`config.mk`:
```
export PLATFORM = sky130hd
export DESIGN_NAME = htsd_bit_feeder_flat
export DESIGN_NICKNAME = d
export VERILOG_FILES = /design/src/htsd_pkg.sv /design/src/htsd_if.sv /design/src/htsd_bit_feeder.sv /design/src/flat_wrapper.sv
export SDC_FILE = /design/constraint.sdc
export NUM_CORES = 1
export LEC_CHECK = 0
export BUFFER_PORTS_ARGS = -buffer_cell sky130_fd_sc_hd__buf_2
export CAP_MARGIN = 20
export CORE_MARGIN = 2
export CORE_UTILIZATION = 30
export CTS_BUF_LIST = sky130_fd_sc_hd__clkbuf_4 sky130_fd_sc_hd__clkbuf_8
export CTS_CLUSTER_DIAMETER = 40
export DETAILED_ROUTE_END_ITERATION = 16
export PLACE_DENSITY = 0.52
export SLEW_MARGIN = 5
export SYNTH_ARGS = -nofsm -noshare
export SYNTH_HDL_FRONTEND = slang
export SYNTH_SLANG_ARGS = --single-unit
```
`constraint.sdc`:
```
create_clock -name clk -period 7.95 [get_ports clk]
set_input_delay 0.3975 -clock clk [delete_from_list [all_inputs] [get_ports clk]]
set_output_delay 0.3975 -clock clk [all_outputs]
set_load 0.05 [all_outputs]
```
`src/htsd_pkg.sv`:
```
// Shared types and constants for the serialized-tree Huffman stream decoder.
// No dependencies; every other file refers to it by scoped names.
package htsd_pkg;

	localparam int BYTE_W                 = 8;
	localparam int BIT_CNT_W              = $clog2(BYTE_W + 1);
	localparam int NODE_W                 = 9;
	localparam int REPEAT_W               = 24;
	localparam int DEF_MAX_INTERNAL_NODES = 256;
	localparam int DEF_LENGTH_BITS        = 24;

	// decoder sequencer states
	typedef enum logic [2:0] {
		ST_BUILD,
		ST_ATTACH,
		ST_LOAD,
		ST_WALK,
		ST_DONE
	} state_t;

	// sequencer -> bit feeder
	typedef struct packed {
		logic take;   // consume the current bit
		logic flush;  // drop all bits left in the shift register
		logic hold;   // do not load a new byte this cycle
	} feed_ctl_t;

	// bit feeder -> sequencer
	typedef struct packed {
		logic avail;    // a bit is waiting
		logic cur_bit;  // that bit
		logic load;     // a buffered byte moves into the shift register now
		logic start;    // the byte being loaded opens a new chunk
	} feed_stat_t;

endpackage

```
`src/htsd_if.sv`:
```
// Valid/ready channel interfaces for compressed input bytes and decoded results.
// Depends on htsd_pkg for field widths.
interface htsd_in_if;
	logic                          valid;
	logic                          ready;
	logic [htsd_pkg::BYTE_W-1:0]   data_byte;
	logic                          chunk_start;

	modport source (output valid, data_byte, chunk_start, input ready);
	modport sink   (input valid, data_byte, chunk_start, output ready);
endinterface


```
`src/htsd_bit_feeder.sv`:
```
// One-byte input buffer and MSB-first shift register handing out one bit per cycle while the sequencer takes bits.
// Depends on htsd_pkg and htsd_in_if.
module htsd_bit_feeder (
	input  logic                 clk,
	input  logic                 arst_n,
	htsd_in_if.sink              stream,
	input  htsd_pkg::feed_ctl_t  ctl,
	output htsd_pkg::feed_stat_t st
);

	logic                             buf_valid_q;
	logic [htsd_pkg::BYTE_W-1:0]      buf_byte_q;
	logic                             buf_start_q;
	logic [htsd_pkg::BYTE_W-1:0]      sh_q;
	logic [htsd_pkg::BIT_CNT_W-1:0]   bits_q;
	logic [htsd_pkg::BIT_CNT_W-1:0]   bits_after;
	logic                             load;
	logic                             accept;

	always_comb begin
		priority if (ctl.flush) begin
			bits_after = '0;
		end else if (ctl.take) begin
			bits_after = bits_q - htsd_pkg::BIT_CNT_W'(1);
		end else begin
			bits_after = bits_q;
		end
	end

	assign load         = buf_valid_q && (bits_after == '0) && !ctl.hold;
	assign stream.ready = !buf_valid_q || load;
	assign accept       = stream.valid && stream.ready;

	always_ff @(posedge clk or negedge arst_n) begin
		if (!arst_n) begin
			buf_valid_q <= 1'b0;
			bits_q      <= '0;
		end else begin
			buf_valid_q <= accept || (buf_valid_q && !load);
			bits_q      <= load ? htsd_pkg::BIT_CNT_W'(htsd_pkg::BYTE_W) : bits_after;
		end
	end

	always_ff @(posedge clk) begin
		if (accept) begin
			buf_byte_q  <= stream.data_byte;
			buf_start_q <= stream.chunk_start;
		end
		if (load) begin
			sh_q <= buf_byte_q;
		end else if (ctl.take) begin
			sh_q <= {sh_q[htsd_pkg::BYTE_W-2:0], 1'b0};
		end
	end

	assign st.avail   = (bits_q != '0);
	assign st.cur_bit = sh_q[htsd_pkg::BYTE_W-1];
	assign st.load    = load;
	assign st.start   = buf_start_q;

endmodule
```
`src/flat_wrapper.sv`:
```
// flat-port wrapper written by rule: the top's interface ports become plain ports
module htsd_bit_feeder_flat 
  (clk, arst_n, ctl, st, stream_valid, stream_data_byte, stream_chunk_start, stream_ready);
  htsd_in_if stream_i ();
  input  logic clk;
  input  logic arst_n;
  input  htsd_pkg::feed_ctl_t ctl;
  output htsd_pkg::feed_stat_t st;
  input wire logic [$bits(stream_i.valid)-1:0] stream_valid;
  input wire logic [$bits(stream_i.data_byte)-1:0] stream_data_byte;
  input wire logic [$bits(stream_i.chunk_start)-1:0] stream_chunk_start;
  output wire logic [$bits(stream_i.ready)-1:0] stream_ready;
  assign stream_i.valid = stream_valid;
  assign stream_i.data_byte = stream_data_byte;
  assign stream_i.chunk_start = stream_chunk_start;
  assign stream_ready = stream_i.ready;
  htsd_bit_feeder u_core (.clk(clk), .arst_n(arst_n), .stream(stream_i), .ctl(ctl), .st(st));
endmodule
```
==> metrics.txt, run 1 <==
final setup margin 5099 ps; via count 535; Switch Pwr 0.07719 mW; total gr overflow 0; Req. time, crit path 7550 ps; Routed wire per std cell 11.29 µm; upper clock frequency limit 0.3507 GHz; initial antenna violation count 0; Seq/Total Area, Yosys 64.71%; antenna cells 0; area grow syn2layout 15.16%; Max H-tree Level 1; syn avg cell area 15.35 µm²; Largest stage delay, worst path 650 ps; core footprint 3078 µm²; Comb power frac 23.6%; CP max FO 13; dpl hpwl 1073 µm; unrepaired setup endpoints after global routing no; Design Power 0.2643 mW; Netlist cell types 22; met2 Use GR 14.89%; die area 3748 µm²; crit path kind register to primary output; Cell Rows 20; # IOs 20; TNS Setup 0 ps; Fill cells 309; final WL 1445 µm; DP Worst Slack 5427 ps; clk sink count 22; CTS tree built; setup violators final 0; Post-CTS Setup Inserts 0; vias in the first global route 519; Initial Util 31.91%; met3 usage 2.521%; largest net degree at the start of global routing 14; Setup crit start kind register; synthesis warning total 0; CP cell instances inv_1, ha_1, xnor2_1, a311oi_1, a2111o_1, nand2_1, buf_2; Max Root-Sink Buffers 2; Final Slew Violations 0; Leak 0.4792 nW; peak supply drop 0.09938 mV; outcome finished clean; GR Util met1 12.52%; DR pass1 iterations 3; via/cell ratio 4.180; Hold Crit Class primary input to register; number of routed nets with antenna violations 0; Final min period 2851 ps; Routability Congestion 0.7155; Critical-path top delay cell a2111o_1; slew at the pin closest to its max-slew limit 543.7 ps; Clock Power Share 19.3%; Synth Net Count 81; busiest grt layer met2; number of max-cap violations 0; first-pass GRT wire length 2539 µm; post-synthesis cell count 64; Pwr per Cell Area 233.7 nW/µm²; CTS root buffer clkbuf_4; IO Port Bufs 19; Die W 61.22 µm; Yosys reg bits 22; clk slew on worst S/H paths 120 ps; Tcrit/Tclk final 35.86%; Remaining DRCs 0; Post-Syn Area 982.2 µm²; Reg power frac 57.1%; Die Ht 61.22 µm; share of cells above drive strength 1 39.29%; Internal 0.1871 mW; Final #Nets 102; hold buffer count at CTS 1; Max-slew headroom 63.75%; switching share of total power 29.20%; Setup crit end kind primary output; Tot GR Track Use 9.872%; worst clock skew 1.502 ps; Hold Fails Final Rpt 0; Clock Latency Late Sink 300 ps; post_cts resized 0; Data arrival, critical path 2450 ps; Num CTS Buffers 3; initial drt markers 16
cell families after synthesis:
| family | share of synthesized area [%] |
|---|---|
| compound gates | 5.224 |
| xor+xnor | 3.568 |
| fa+ha+maj | 2.547 |
| buf+inv | 6.497 |
| flops | 64.71 |
| mux | 9.554 |
| simple gates | 7.898 |
synth_stat cells:
| library cell | instances | area [µm²] |
|---|---|---|
| mux2_4 | 4 | 60.06 |
| o31ai_1 | 1 | 7.510 |
| nor4b_4 | 1 | 23.77 |
| inv_1 | 5 | 18.77 |
| nor2_1 | 5 | 18.77 |
| edfxtp_1 | 17 | 510.5 |
| ha_1 | 2 | 25.02 |
| nand2b_2 | 1 | 8.760 |
| xor2_1 | 2 | 17.52 |
| a311oi_1 | 1 | 8.760 |
| buf_6 | 2 | 22.52 |
| a21o_2 | 1 | 8.760 |
| a2111o_1 | 1 | 11.26 |
| xnor2_1 | 2 | 17.52 |
| buf_4 | 3 | 22.52 |
| mux2_2 | 3 | 33.78 |
| nand2_1 | 4 | 15.01 |
| a211oi_1 | 1 | 7.510 |
| a21boi_0 | 1 | 7.510 |
| nand2b_1 | 1 | 6.260 |
| dfrtp_1 | 5 | 125.1 |
| nor3_1 | 1 | 5.000 |
power by group through the flow:
stage                     logic [mW]  registers [mW]  clock network (mW)
after detailed placement      0.0629           0.154                   0
after CTS                     0.0635           0.151              0.0523
after global placement        0.0616           0.153                   0
after floorplan               0.0530           0.151                   0
final                         0.0624           0.151              0.0511
after global routing          0.0680           0.153              0.0595
area by class of cell:
| type | instances | area (µm²) | area share [%] |
|---|---|---|---|
| Clock buffer | 3 | 22.52 | 1.991 |
| Inverter | 5 | 18.77 | 1.659 |
| Tap cell | 44 | 55.05 | 4.867 |
| Sequential cell | 22 | 635.6 | 56.19 |
| Clock inverter | 1 | 3.754 | 0.3319 |
| Multi-Input combinational cell | 32 | 282.8 | 25.00 |
| Timing Repair Buffer | 21 | 112.6 | 9.956 |
sequential cells by signal, summed over array words and instances, names as in the netlist:
register and count:
u_core.buf_byte_q 8, u_core.sh_q 8, u_core.bits_q 4, u_core.buf_start_q 1, u_core.buf_valid_q 1
cells in the final DEF, fill, tap and decap left out:
cell type / n
dlygate4sd3_1: 1
buf_2: 19
xor2_1: 2
a311oi_1: 1
xnor2_1: 2
o31ai_1: 1
clkinv_1: 1
ha_1: 2
nand2b_2: 1
a21o_2: 1
a2111o_1: 1
nand2_1: 4
mux2_4: 4
buf_4: 1
dfrtp_1: 5
nor4b_4: 1
a211oi_1: 1
nand2b_1: 1
a21boi_0: 1
clkbuf_4: 3
inv_1: 5
nor2_1: 5
edfxtp_1: 17
mux2_2: 3
nor3_1: 1
through the flow:
stage | hold WS [ps] | area, µm² | instances | util, %
after floorplan | 101.9 | 982.2 | 64 | -
after global placement | 226.5 | 1095 | 123 | 35.57
after detailed placement | 222.2 | 1095 | 123 | 35.57
after CTS | 252.8 | 1131 | 128 | 36.75
after global routing | 231.4 | 1131 | 128 | 36.75
final | 261.4 | 1131 | 128 | 36.75
routing by layer:
| metal | part of all wire, % | routed length, µm |
|---|---|---|
| met1 | 44 | 637 |
| met2 | 51 | 743 |
| met3 | 3.1 | 45 |
| met4 | 1.2 | 18 |
| met5 | 0 | 0 |
worst paths after layout:
kind / startpoint / to / slack, ps / cells after the start
min: stream_data_byte[4] / u_core.buf_byte_q[4] / 260 / 1
max: u_core.bits_q[0] / stream_ready / 5100 / 7
max reg2reg: u_core.bits_q[0] / u_core.buf_byte_q[6] / 5470 / 7
min reg2reg: u_core.buf_valid_q / u_core.buf_valid_q / 560 / 1
min in group asynchronous: arst_n / u_core.buf_valid_q / 440 / 2
max in group asynchronous: arst_n / u_core.bits_q[3] / 7380 / 2
worst max-delay path: cells and delay by family (launching register included):
family,cells,cell delay (ps)
AND/OR/NAND/NOR,1,140
adder cells (fa/ha/maj),1,230
flip-flops,1,480
AO/OA/AOI/OAI,2,780
buffers and inverters,2,370
XOR/XNOR,1,160
No activity file was read; power rests on OpenSTA's default activity.
==> run 2: changes to the inputs <==
--- a/config.mk
+++ b/config.mk
@@ -12,7 +12,7 @@
 export CTS_BUF_LIST = sky130_fd_sc_hd__clkbuf_4 sky130_fd_sc_hd__clkbuf_8
 export CTS_CLUSTER_DIAMETER = 40
 export DETAILED_ROUTE_END_ITERATION = 16
-export PLACE_DENSITY = 0.52
+export PLACE_DENSITY = 0.54
 export SLEW_MARGIN = 5
 export SYNTH_ARGS = -nofsm -noshare
 export SYNTH_HDL_FRONTEND = slang
==> constraint.sdc (replaced) <==
create_clock -name clk -period 2.4 [get_ports clk]
set_input_delay 0.12 -clock clk [delete_from_list [all_inputs] [get_ports clk]]
set_output_delay 0.12 -clock clk [all_outputs]
set_load 0.05 [all_outputs]
==> run 2 against run 1 <==
Combinational power increased to 3.8 times the previous value. Die area unchanged. Clock-buffer cell count increased by 1. Utilization increased by 4.8 points. Critical path depth unchanged. First-iteration DRC count decreased by 31%. Register-to-register slack got worse by 5200 ps. Sequential share of layout area decreased by 6.4 points. Routed wire length increased by 3.4%. Global-route usage decreased by 0.54 points.
==> metrics.txt, run 2 (synthesis gave the netlist of run 1 again) <==
Tot GR Track Use 9.331% (was 9.872%); Data arrival, critical path 2170 ps (was 2450 ps); clk sink count 22 (unchanged); Routed wire per std cell 10.45 µm (was 11.29 µm); Leak 0.5477 nW (was 0.4792 nW); DP Worst Slack 158.2 ps (was 5427 ps); Clock Latency Late Sink 310 ps (was 300 ps); die area 3748 µm² (unchanged); via count 559 (was 535); Die W 61.22 µm (unchanged); initial antenna violation count 0 (unchanged); Initial Util 31.91% (unchanged); Remaining DRCs 0 (unchanged); via/cell ratio 3.909 (was 4.180); slew at the pin closest to its max-slew limit 300.3 ps (was 543.7 ps); WP buf/inv 3 (was 2); most frequent cells in the layout 18 x buf_2, 17 x edfxtp_1, 11 x dlygate4sd3_1 (was 19 x buf_2, 17 x edfxtp_1, 5 x inv_1, 5 x nor2_1, 5 x dfrtp_1); CTS root buffer clkbuf_4 (unchanged); r2r startpoint u_core.bits_q[0] (unchanged); number of max-cap violations 0 (unchanged); initial drt markers 11 (was 16); R2R cell count 7 (unchanged); worst clock skew 11.31 ps (was 1.502 ps); Hold Crit Start ctl[1] (was stream_data_byte[4]); Max Root-Sink Buffers 2 (unchanged); Critical Path Stages 7 (unchanged); Min-Delay Path Depth 2 (was 1); # IOs 20 (unchanged); number of routed nets with antenna violations 0 (unchanged); Setup crit start kind register (unchanged); Die Ht 61.22 µm (unchanged); CP max FO 5 (was 13); largest registers u_core.buf_byte_q: 8 flops, u_core.sh_q: 8 flops, u_core.bits_q: 4 flops (unchanged); DR pass1 iterations 3 (unchanged); Largest stage delay, worst path 440 ps (was 650 ps); Max H-tree Level 1 (unchanged); CP cell instances buf_4, nor4b_4, xor2_1, a2111o_1, buf_4, nand2_1, clkbuf_4 (was inv_1, ha_1, xnor2_1, a311oi_1, a2111o_1, nand2_1, buf_2); core footprint 3078 µm² (unchanged); CTS tree built (unchanged); clk slew on worst S/H paths 110 ps (was 120 ps); Design Power 0.9193 mW (was 0.2643 mW); share of cells above drive strength 1 41.41% (was 39.29%); setup violators final 0 (unchanged); Fill cells 278 (was 309); antenna cells 0 (unchanged); Req. time, crit path 2280 ps (was 7550 ps); fin area 1280 µm² (was 1131 µm²); Num CTS Buffers 3 (unchanged); Routability Congestion 0.6978 (was 0.7155); unrepaired setup endpoints after global routing no (unchanged); Hold Fails Final Rpt 0 (unchanged); vias in the first global route 519 (unchanged); final hold slack 20.93 ps (was 261.4 ps); crit path kind register to primary output (unchanged); Max-slew headroom 79.85% (was 63.75%); critical path's top delay family buffers and inverters (was compound AO/OA/AOI/OAI gates); final setup margin 110.9 ps (was 5099 ps); upper clock frequency limit 0.4368 GHz; final WL 1494 µm (was 1445 µm); outcome finished clean (unchanged); TNS Setup 0 ps (unchanged); first-pass GRT wire length 2456 µm (was 2539 µm); Setup crit end kind primary output (unchanged); total gr overflow 0 (unchanged); most used cell, CP buf_4; Cell Rows 20 (unchanged); Final min period 2289 ps; Placement Cell Area 1121 µm² (was 1095 µm²); peak supply drop 0.3421 mV (was 0.09938 mV); Tcrit/Tclk final 95.38%; launch point of the worst path u_core.bits_q[0] (unchanged); IO Port Bufs 19 (unchanged); Final Slew Violations 0 (unchanged); most common cell after layout, fill and taps aside buf_2 (unchanged); Pwr per Cell Area 718.2 nW/µm² (was 233.7 nW/µm²); Critical-path top delay cell a2111o_1 (unchanged); Final #Nets 117 (was 102); largest net degree at the start of global routing 13 (was 14); area grow syn2layout 30.32% (was 15.16%); dpl hpwl 1017 µm (was 1073 µm); Hold Crit Class primary input to register (unchanged)
==> run 2: worst paths after layout <==
check | slack, ps | endpoint
setup / recovery | 110 | stream_ready
hold / removal | 20 | u_core.bits_q[0]
setup reg to reg | 240 | u_core.buf_byte_q[7]
hold reg to reg | 550 | u_core.sh_q[0]
max in group asynchronous | 2090 | u_core.bits_q[0]
min in group asynchronous | 170 | u_core.buf_valid_q
==> run 2: repair_timing <==
action                                  CTS  global route
hold endpoints to repair                 15             0
hold buffers                             11             0
endpoints found under the setup margin    2             2
resized for setup                         1             1
setup buffers                             0             2
==> run 2: metrics by stage <==
stage | instances | utilization [%]
global placement | 126 | 36.42
detailed placement | 126 | 36.42
global route | 143 | 41.59
finish | 143 | 41.59
floorplan | 64 | -
CTS | 141 | 41.02
==> run 2: per-layer routing <==
metal  vias to the layer above  GRT usage (%)  routed length, µm
met5                         -              0                  0
met4                         0          6.522                 27
met3                         4          1.261                 52
met2                        13          13.37                654
met1                       246          13.00                760
li1                        296              -                  -
==> run 2: area by class of cell <==
cell class                      count  area (µm²)  share of cell area [%]
Multi-Input combinational cell     32       286.5                   22.39
Inverter                            5       18.77                   1.466
Timing Repair Buffer               36       252.7                   19.75
Tap cell                           44       55.05                   4.301
Sequential cell                    22       636.9                   49.76
Clock buffer                        4       30.03                   2.346
==> run 2: power by group <==
| group | internal [mW] | leakage [nW] | total, mW | switching [mW] |
|---|---|---|---|---|
| logic | 0.110 | 0.306 | 0.239 | 0.128 |
| registers | 0.474 | 0.223 | 0.497 | 0.0231 |
| clock network | 0.0761 | 0.0184 | 0.184 | 0.108 |
==> run 3: changes to the inputs <==
==> constraint.sdc (replaced) <==
create_clock -name clk -period 2 [get_ports clk]
set_input_delay 0.1 -clock clk [delete_from_list [all_inputs] [get_ports clk]]
set_output_delay 0.1 -clock clk [all_outputs]
set_load 0.05 [all_outputs]
==> run 3 against run 2 <==
The flow now finishes with violations (negative setup slack). Sequential share of layout area shrank 6.4 points. Flip-flop and latch count unchanged. Largest cell class unchanged. Via count up 11%. Sequential power grew 21%. Clock skew shrank 3.5 ps. Cell count is 4.2% higher. Clock power grew 83%. Total power increased by 43%. Worst setup slack worse by 220 ps. Highest routed layer unchanged. Critical path type is now register to register. Non-clock buffer count is 6 higher. Critical path depth fell by 1. Final area is 15% higher.
==> metrics.txt, run 3 (synthesis gave the netlist of run 1 again) <==
die area 3748 µm² (unchanged); R2R cell count 6 (was 7); Final #Nets 123 (was 117); antenna cells 0 (unchanged); Req. time, crit path 2070 ps (was 2280 ps); outcome complete, but fails checks (was finished clean); number of max-cap violations 0 (unchanged); Clock Power Share 25.5% (was 20.0%); upper clock frequency limit 0.4746 GHz; r2r startpoint u_core.bits_q[2] (was u_core.bits_q[0]); worst reg2reg setup slack -110 ps (was 240 ps); total gr overflow 0 (unchanged); initial drt markers 1 (was 11); first-pass GRT wire length 3049 µm (was 2456 µm); area grow syn2layout 49.81% (was 30.32%); Comb power frac 28.9% (was 26.0%); Fill cells 277 (was 278); core footprint 3078 µm² (unchanged); fin area 1471 µm² (was 1280 µm²); unrepaired setup endpoints after global routing yes (was no); largest registers u_core.buf_byte_q: 8 flops, u_core.sh_q: 8 flops, u_core.bits_q: 4 flops (unchanged); Setup crit start kind register (unchanged); number of routed nets with antenna violations 0 (unchanged); Die W 61.22 µm (unchanged); largest net degree at the start of global routing 14 (was 13); final setup margin -106.9 ps (was 110.9 ps); worst clock skew 7.838 ps (was 11.31 ps); share of cells above drive strength 1 55.24% (was 41.41%); Final Slew Violations 0 (unchanged); Pwr per Cell Area 896.2 nW/µm² (was 718.2 nW/µm²); Reg power frac 45.6% (was 54.0%); vias in the first global route 676 (was 519); Hold Fails Final Rpt 0 (unchanged); violated checks negative setup slack; TNS Setup -556.3 ps (was 0 ps); dpl hpwl 1169 µm (was 1017 µm); Placement Cell Area 1179 µm² (was 1121 µm²); Data arrival, critical path 2180 ps (was 2170 ps); Design Power 1.319 mW (was 0.9193 mW); Initial Util 31.91% (unchanged); Tot GR Track Use 11.75% (was 9.331%); Routed wire per std cell 12.03 µm (was 10.45 µm); crit path to u_core.sh_q[1] (was stream_ready); Max-slew headroom 82.88% (was 79.85%); DR pass1 iterations 2 (was 3); via count 618 (was 559); launch point of the worst path u_core.bits_q[2] (was u_core.bits_q[0]); slew at the pin closest to its max-slew limit 256.8 ps (was 300.3 ps); Inst Count DP 130 (was 126); Internal 0.9675 mW (was 0.6602 mW); peak supply drop 0.4250 mV (was 0.3421 mV); CTS root buffer clkbuf_4 (unchanged); Leak 0.6223 nW (was 0.5477 nW); Clock Latency Late Sink 310 ps (about the same); Cell Rows 20 (unchanged); Final min period 2107 ps; Num CTS Buffers 3 (unchanged); Die Ht 61.22 µm (unchanged); switching share of total power 26.63% (was 28.19%); most frequent cells in the layout 17 x buf_2, 17 x edfxtp_1, 11 x dlygate4sd3_1 (was 18 x buf_2, 17 x edfxtp_1, 11 x dlygate4sd3_1); endpoint of the worst-slack reg-to-reg timing path u_core.sh_q[1] (was u_core.buf_byte_q[7]); Max H-tree Level 1 (unchanged); CP cell instances nor4b_4, xor2_1, a2111o_1, buf_6, buf_6, mux2_4 (was buf_4, nor4b_4, xor2_1, a2111o_1, buf_4, nand2_1, clkbuf_4); CTS tree built (unchanged); CP max FO 6 (was 5); crit path kind register to register (was register to primary output); most used cell, CP buf_6 (was buf_4); clk slew on worst S/H paths 130 ps (was 110 ps); Hold Crit Class primary input to register (unchanged); final hold slack 31.44 ps (was 20.93 ps); via/cell ratio 4.148 (was 3.909); non-filler instance count after layout 149 (was 143); Routability Congestion 0.7978 (was 0.6978); Max Root-Sink Buffers 2 (unchanged); Setup crit end kind register (was primary output); Switch Pwr 0.3511 mW (was 0.2591 mW); initial antenna violation count 0 (unchanged); Largest stage delay, worst path 440 ps (about the same); Critical-path top delay cell dfrtp_1 (was a2111o_1); # IOs 20 (unchanged); setup violators final 13 (was 0); IO Port Bufs 19 (unchanged); Tcrit/Tclk final 105.3%; Remaining DRCs 0 (unchanged); clk sink count 22 (unchanged); final WL 1792 µm (was 1494 µm)
run 3: cell count changes in the layout (fill, tap and decap cells not counted), sizes merged:
cell,previous run,this run
buf,24,31
bufinv,0,1
clkbuf,5,3
run 3: worst min-delay path by stage:
stage          startpoint                to  slack [ps]  depth (start not counted)
2_1_floorplan      arst_n  u_core.bits_q[0]        -200                          0
3_3_place_gp       arst_n  u_core.bits_q[0]         -80                          1
3_5_place_dp       arst_n  u_core.bits_q[0]         -80                          1
4_1_cts            ctl[1]  u_core.bits_q[0]          10                          2
5_1_grt            ctl[1]  u_core.bits_q[2]          30                          2
6_report           ctl[1]  u_core.bits_q[0]          30                          2
run 3: metrics by stage:
step / worst slack (ps) / utilization (%)
final: -106.9 / 47.80
after global routing: -179.3 / 47.80
after detailed placement: -82.63 / 38.29
after global placement: -47.91 / 38.29
after floorplan: -25.78 / -
after CTS: -79.20 / 46.63
run 3: final cells by class:
type                       count  area [µm²]  area share (%)
sequential                    22       638.1           43.37
clock inverter                 1       30.03           2.041
tap                           44       55.05           3.741
timing repair buffer          42       342.8           23.30
clock buffer                   3       22.52           1.531
multi-input combinational     32       359.1           24.40
inverter                       5       23.77           1.616
run 3: timing repair:
| action | in CTS | in global routing |
|---|---|---|
| endpoints found under the setup margin | 18 | 26 |
| gates resized for setup | 19 | 7 |
| pin swaps | 4 | 1 |
| buffers inserted | 3 | 1 |
| hold buffers | 11 | 0 |
| hold endpoints to repair | 15 | 0 |
run 3: power groups by stage:
stage               clock (mW)  sequential (mW)  combinational, mW
floorplan                    0            0.602              0.218
global placement             0            0.605              0.288
detailed placement           0            0.609              0.291
CTS                      0.349            0.601              0.362
global route             0.361            0.610              0.410
finish                   0.336            0.601              0.381
run 3: per-layer routing:
layer / wire length, µm / global-route usage [%] / vias up
li1: - / - / 307
met1: 768 / 13.40 / 301
met2: 969 / 20.36 / 8
met3: 38 / 2.521 / 2
met4: 14 / 6.522 / 0
met5: 0 / 0 / -
run 3: critical path, delay by kind of cell (launching register included):
kind                   cells  cell delay, ps
XOR/XNOR                   1             130
AND/OR/NAND/NOR            1             320
multiplexers               1             290
buffers and inverters      2             270
flip-flops                 1             440
AO/OA/AOI/OAI              1             420
